==> src/hdl/wlsm_ram.sv <==
// Generic single-port-write, single-port-read RAM with registered read data.
module wlsm_ram #(
    parameter int WIDTH = 8,
    parameter int DEPTH = 256,
    localparam int AW = (DEPTH > 1) ? $clog2(DEPTH) : 1
) (
    input  logic             i_clk,
    input  logic             i_we,
    input  logic [AW-1:0]    i_waddr,
    input  logic [WIDTH-1:0] i_wdata,
    input  logic [AW-1:0]    i_raddr,
    output logic [WIDTH-1:0] o_rdata
);

    logic [WIDTH-1:0] r_mem [DEPTH];
    logic [WIDTH-1:0] r_rdata;

    always_ff @(posedge i_clk) begin
        if (i_we) begin
            r_mem[i_waddr] <= i_wdata;
        end
        r_rdata <= r_mem[i_raddr];
    end

    assign o_rdata = r_rdata;

endmodule

==> config.mk <==
export PLATFORM = sky130hd
export DESIGN_NAME = wlsm_ram
export DESIGN_NICKNAME = d
export VERILOG_FILES = /design/src/hdl/wlsm_ram.sv
export SDC_FILE = /design/constraint.sdc
export NUM_CORES = 2
export LEC_CHECK = 0
export ABC_AREA = 1
export BUFFER_PORTS_ARGS = -buffer_cell sky130_fd_sc_hd__buf_4
export CAP_MARGIN = 25
export CORE_MARGIN = 8
export CORE_UTILIZATION = 40
export DETAILED_ROUTE_END_ITERATION = 10
export PLACE_DENSITY = 0.5
export SYNTH_ARGS = -nofsm -noshare
export SYNTH_HDL_FRONTEND = slang
export SYNTH_SLANG_ARGS = --single-unit
export TNS_END_PERCENT = 50
==> constraint.sdc <==
create_clock -name i_clk -period 3.15 [get_ports i_clk]
set_input_delay 0.63 -clock i_clk [delete_from_list [all_inputs] [get_ports i_clk]]
set_output_delay 0.63 -clock i_clk [all_outputs]
set_load 0.01 [all_outputs]
== Yosys cells after proc, flatten, opt, wreduce, memory -nomap -nowiden ==
Memories as Yosys holds them, arrays and structs flattened. A register that Yosys moved wholly into a read port is not among the register bits.
Index checks and enable logic that the tools add are counted.

* Equal/unequal tests: 0
* Reduce and logical (&&, ||, !) cells: 0
* $add $sub $neg: 0
* Divide/modulo/power cells: 0
* Multipliers: 0
* Bitwise operators: 0
* Order comparisons: 0
* Muxes and demuxes: 2
* Shifts and indexed selects: 0

{| class="wikitable"
|+ Operators with widths
! kind !! count
|-
| $mux 1 || 2
|}

* Word-level logic and storage cells: 3
* Memory bits (read-only): 0
* Register bits: 0
* Memories kept: 1
* Output and inout port bits: 8
* Bits in latches: 0
* Bits in writable memories: 2048
* Bits of input ports: 26

{| class="wikitable"
|+ Memory list
! name !! words !! width !! rd ports !! clocked after Yosys merged registers in !! write ports !! RTL line !! text
|-
| r_mem || 256 || 8 || 1 || 1 || 1 || 15 || <nowiki>logic [WIDTH-1:0] r_mem [DEPTH];</nowiki>
|}

== Logic depth before layout (Yosys ltp) ==
* Depth after elaboration: 2
* Gate-level depth with buffers: 15
* Gate-level depth less buffers: 11

== Worst setup path before layout ==
Ideal clock, no wire load.

* Path kind: input to register
* From: in i_we
* To: mem r_mem[162][0], enable pin
* Library setup time: 370 ps
* Buffers on the path: 2
* Arrival: 1751 ps
* Slack: 1029 ps
* Required time: 2780 ps
* Cell stages on the path: 4
* Cell sequence: clkbuf_1 > nand3_1 > clkbuf_1 > nor2_1

* Cells in the longest elaborated chain, start to end: 2

{| class="wikitable"
|+ RTL lines
! what !! RTL line !! text
|-
| from (decl) || 8 || <nowiki>input logic i_we,</nowiki>
|-
| $mux 1 || 19 || <nowiki>if (i_we) begin</nowiki>
|-
| $mux 1 (not written as such) || 20 || <nowiki>r_mem[i_waddr] <= i_wdata;</nowiki>
|-
| to (decl) || 15 ||
|}

No other way between the ends.

==> results.yml <==
min_path:
  hold_path_class: "in2reg"
  holdPathEnd: "r_mem[119][1]$_DFFE_PP_"
  startpoint_of_the_tightest_hold_check_path: "i_wdata[1]"
  worst_hold_path.num_cells: 1
synth:
  ys_async_sr_fraction_pct: 0
  library_cells_used_by_synthesis: 14
  yosysWarnings: 0
  synth-edff-count: 2048
  postSynthCellCount: 7003
  ys_seq_elements: 2056
  yosysSeqAreaShare_pct: 73.94
  yosys_most_used_dff: "sky130_fd_sc_hd__edfxtp_1"
  syn_nets: 7029
  synthesis.area_mm2: 0.08340
  syn-mean-instance-area_um2: 11.91
global_routing:
  antenna_found_initial: 7
  global_route.usage.met2_pct: 36.06
  grt-ovfl-total: 0
  vias_in_the_first_global_route: 53850
  grt_use_met3_pct: 3.139
  grt.busiest_layer: "met2"
  groute.usage.overall_pct: 22.39
  global_route.usage.met1_pct: 31.29
  grt_max_degree: 102
  global_route_wire_length_before_repair_mm: 374.6
pwr:
  leakage_nw: 34.17
  irDropWorstVdd_uv: 586.2
  cellPowerDensity_mw_per_mm2: 602.1
  total_power_mw: 58.30
detailed_routing:
  route.detailed.drc: 0
  drt-initial-drc-count: 5681
  route.vias.total: 55290
  routedWlPerCell_um: 25.00
  drt-pass1-iter-count: 7
  wirelength_mm: 257.0
  avgViaCountPerCell: 5.379
  postRouteAntennaNets: 0
clock_network:
  root_buffer: "sky130_fd_sc_hd__clkbuf_16"
  tritoncts: "built"
  clkSlewWorstSetupHoldPaths_ns: 0.06
  bufs_on_longest_clock_path: 3
  htreeDepth: 4
  post_cts_resized: 0
  numClockSinks: 2056
  cts_setup_buffers: 0
  clock_insertion_delay_worst_skew_ns: 0.85
  cts_inserted_buffers: 215
  cts_hold_buffers: 0
timing:
  report.final.hold_viol_count: 0
  fin_hold_ws_ns: 0.08270
  worstMarginPinSlew_ns: 1.005
  report.final.slew_viol_count: 0
  period_minus_slack_ns: 2.546
  timing.final.crit_share_pct: 80.82
  max_freq_mhz: 392.8
  report.final.setup_viol: 0
  setup_slack_ns: 0.6042
  setup_repair_after_global_routing_missed_its_margin: "false"
  finClkSkew_ns: 0.01966
  maxSlewHeadroom_pct: 32.79
worst_setup_path:
  timing.critical_path.fanout_max: 45
  worst_setup_path_start_kind: "input pin"
  critical_path.endpoint_type: "flop"
  cp.required_ns: 3.95
  regToRegEndpoint: "o_rdata[3]$_DFF_P_"
  timing.setup.critical_path_class: "in2reg"
  worst_endpoint_data_arrival_time_ns: 3.34
  r2r_cells: 10
  critical_path.reg2reg.startpoint: "r_mem[124][3]$_DFFE_PP_"
  rrSetupSlack_ns: 1.06
floorplanning:
  core.rowCount: 167
  floorplan.die.height_um: 472.6
  ioPinCount: 34
  initial_utilization_pct: 40.23
  die_w_um: 472.6
  core_region_area_mm2: 0.2073
  fp.dieArea_mm2: 0.2234
finish:
  num-nets-final: 7323
  area_delta_synth_final_pct: 16.11
  final_layout_size_suffix_gt1_share_pct: 11.53
placement:
  half_perimeter_wire_length_after_detailed_placement_mm: 155.7
  placement.setup.worst_slack_ns: -0.2212
  gp_congestion: 0.8583
  numPortBuffers: 33
run:
  cap_viol_max_count: 0
run_status:
  run_status: "finished clean"
-- Yosys cell counts, types with 2 or more instances --
library cell               number  area share, %
sky130_fd_sc_hd__dfxtp_1        8           0.19
sky130_fd_sc_hd__buf_4         46           0.41
sky130_fd_sc_hd__edfxtp_1    2048             74
sky130_fd_sc_hd__buf_1         40           0.18
sky130_fd_sc_hd__buf_2        268            1.6
sky130_fd_sc_hd__nand2_1     2123            9.6
sky130_fd_sc_hd__nand3_1     2019             12
sky130_fd_sc_hd__nor2_1       283            1.3
sky130_fd_sc_hd__inv_1         36           0.16
sky130_fd_sc_hd__buf_6         16           0.22
sky130_fd_sc_hd__clkbuf_1     112           0.50
sky130_fd_sc_hd__inv_2          2         0.0090
-- where the power goes --
group | switching [mW] | total [mW] | leakage [nW] | internal, mW
registers | 0.0373 | 30.2 | 18.5 | 30.2
clock network | 10.7 | 24.2 | 3.24 | 13.5
logic | 2.82 | 3.90 | 12.5 | 1.07
-- placed cells by master, fill, tap and decap left out, types with 3 or more instances in the layout --
master / count
sky130_fd_sc_hd__inv_6: 4
sky130_fd_sc_hd__nand3_1: 2019
sky130_fd_sc_hd__edfxtp_1: 2048
sky130_fd_sc_hd__clkinv_1: 64
sky130_fd_sc_hd__dfxtp_1: 8
sky130_fd_sc_hd__clkbuf_1: 57
sky130_fd_sc_hd__nor2_1: 283
sky130_fd_sc_hd__buf_12: 110
sky130_fd_sc_hd__clkbuf_16: 217
sky130_fd_sc_hd__diode_2: 7
sky130_fd_sc_hd__nand2_1: 2108
sky130_fd_sc_hd__buf_8: 11
sky130_fd_sc_hd__buf_4: 438
sky130_fd_sc_hd__clkinv_8: 6
sky130_fd_sc_hd__bufinv_16: 11
sky130_fd_sc_hd__clkinvlp_4: 3
sky130_fd_sc_hd__inv_1: 34
sky130_fd_sc_hd__nand2_2: 15
sky130_fd_sc_hd__clkinv_2: 39
-- sequential cells by signal (all words and copies together), names as in the netlist --
signal / count
o_rdata: 8
r_mem: 2048
-- layer usage --
metal,share of wire (%),vias up,wire length [um]
li1,-,25520,-
met1,44,27530,112000
met2,47,1843,120100
met3,6.0,394,15410
met4,3.7,0,9537
met5,0,-,0
-- logic make-up after synthesis --
| logic type | Yosys count | synth area share, % |
|---|---|---|
| and+or+nand+nor | 4425 | 22.95 |
| DFF | 2056 | 73.94 |
| buffers and inverters | 522 | 3.119 |
-- worst max path at each step --
| stage | startpoint | endpoint | slack [ns] |
|---|---|---|---|
| 6_report | i_raddr[0] | o_rdata[3]$_DFF_P_ | 0.60 |
| 5_1_grt | i_raddr[0] | o_rdata[3]$_DFF_P_ | 0.49 |
| 3_3_place_gp | i_raddr[0] | o_rdata[3]$_DFF_P_ | -0.29 |
| 4_1_cts | i_raddr[0] | o_rdata[3]$_DFF_P_ | 0.70 |
| 3_5_place_dp | i_raddr[0] | o_rdata[3]$_DFF_P_ | -0.22 |
| 2_1_floorplan | i_we | r_mem[162][0]$_DFFE_PP_ | 1.03 |
-- final cells by class --
| class | count | area, um2 |
|---|---|---|
| Inverter | 39 | 180.2 |
| Timing Repair Buffer | 560 | 5667 |
| Multi-Input combinational cell | 4425 | 19170 |
| Sequential cell | 2056 | 61660 |
| Tap cell | 2788 | 3488 |
| Clock buffer | 274 | 5644 |
| Clock inverter | 130 | 1001 |
| Antenna cell | 7 | 17.52 |
| Fill cell | 18860 | 110400 |
-- per-stage QoR --
step / utilization [%] / std cells / TNS, ns / instance area, um2
global route: 46.71 / 10280 / 0 / 96820
CTS: 46.71 / 10270 / 0 / 96810
detailed placement: 43.50 / 9868 / -0.8329 / 90170
floorplan: - / 7003 / 0 / 83400
global placement: 43.50 / 9868 / -1.083 / 90170
finish: 46.72 / 10280 / 0 / 96830
-- critical path, stage by stage --
cell	delay, ns
sky130_fd_sc_hd__buf_8	0.13
sky130_fd_sc_hd__inv_16	0.26
sky130_fd_sc_hd__buf_12	0.27
sky130_fd_sc_hd__buf_12	0.25
sky130_fd_sc_hd__buf_4	0.24
sky130_fd_sc_hd__nand2_1	0.07
sky130_fd_sc_hd__nand3_1	0.08
sky130_fd_sc_hd__nand3_1	0.09
sky130_fd_sc_hd__nand3_1	0.11
sky130_fd_sc_hd__nand3_1	0.19
sky130_fd_sc_hd__nand3_1	0.14
sky130_fd_sc_hd__nand3_1	0.35
sky130_fd_sc_hd__nand2_1	0.22
sky130_fd_sc_hd__nand2_1	0.15
sky130_fd_sc_hd__nand2_1	0.09
Power figures use the tool's default switching activity.
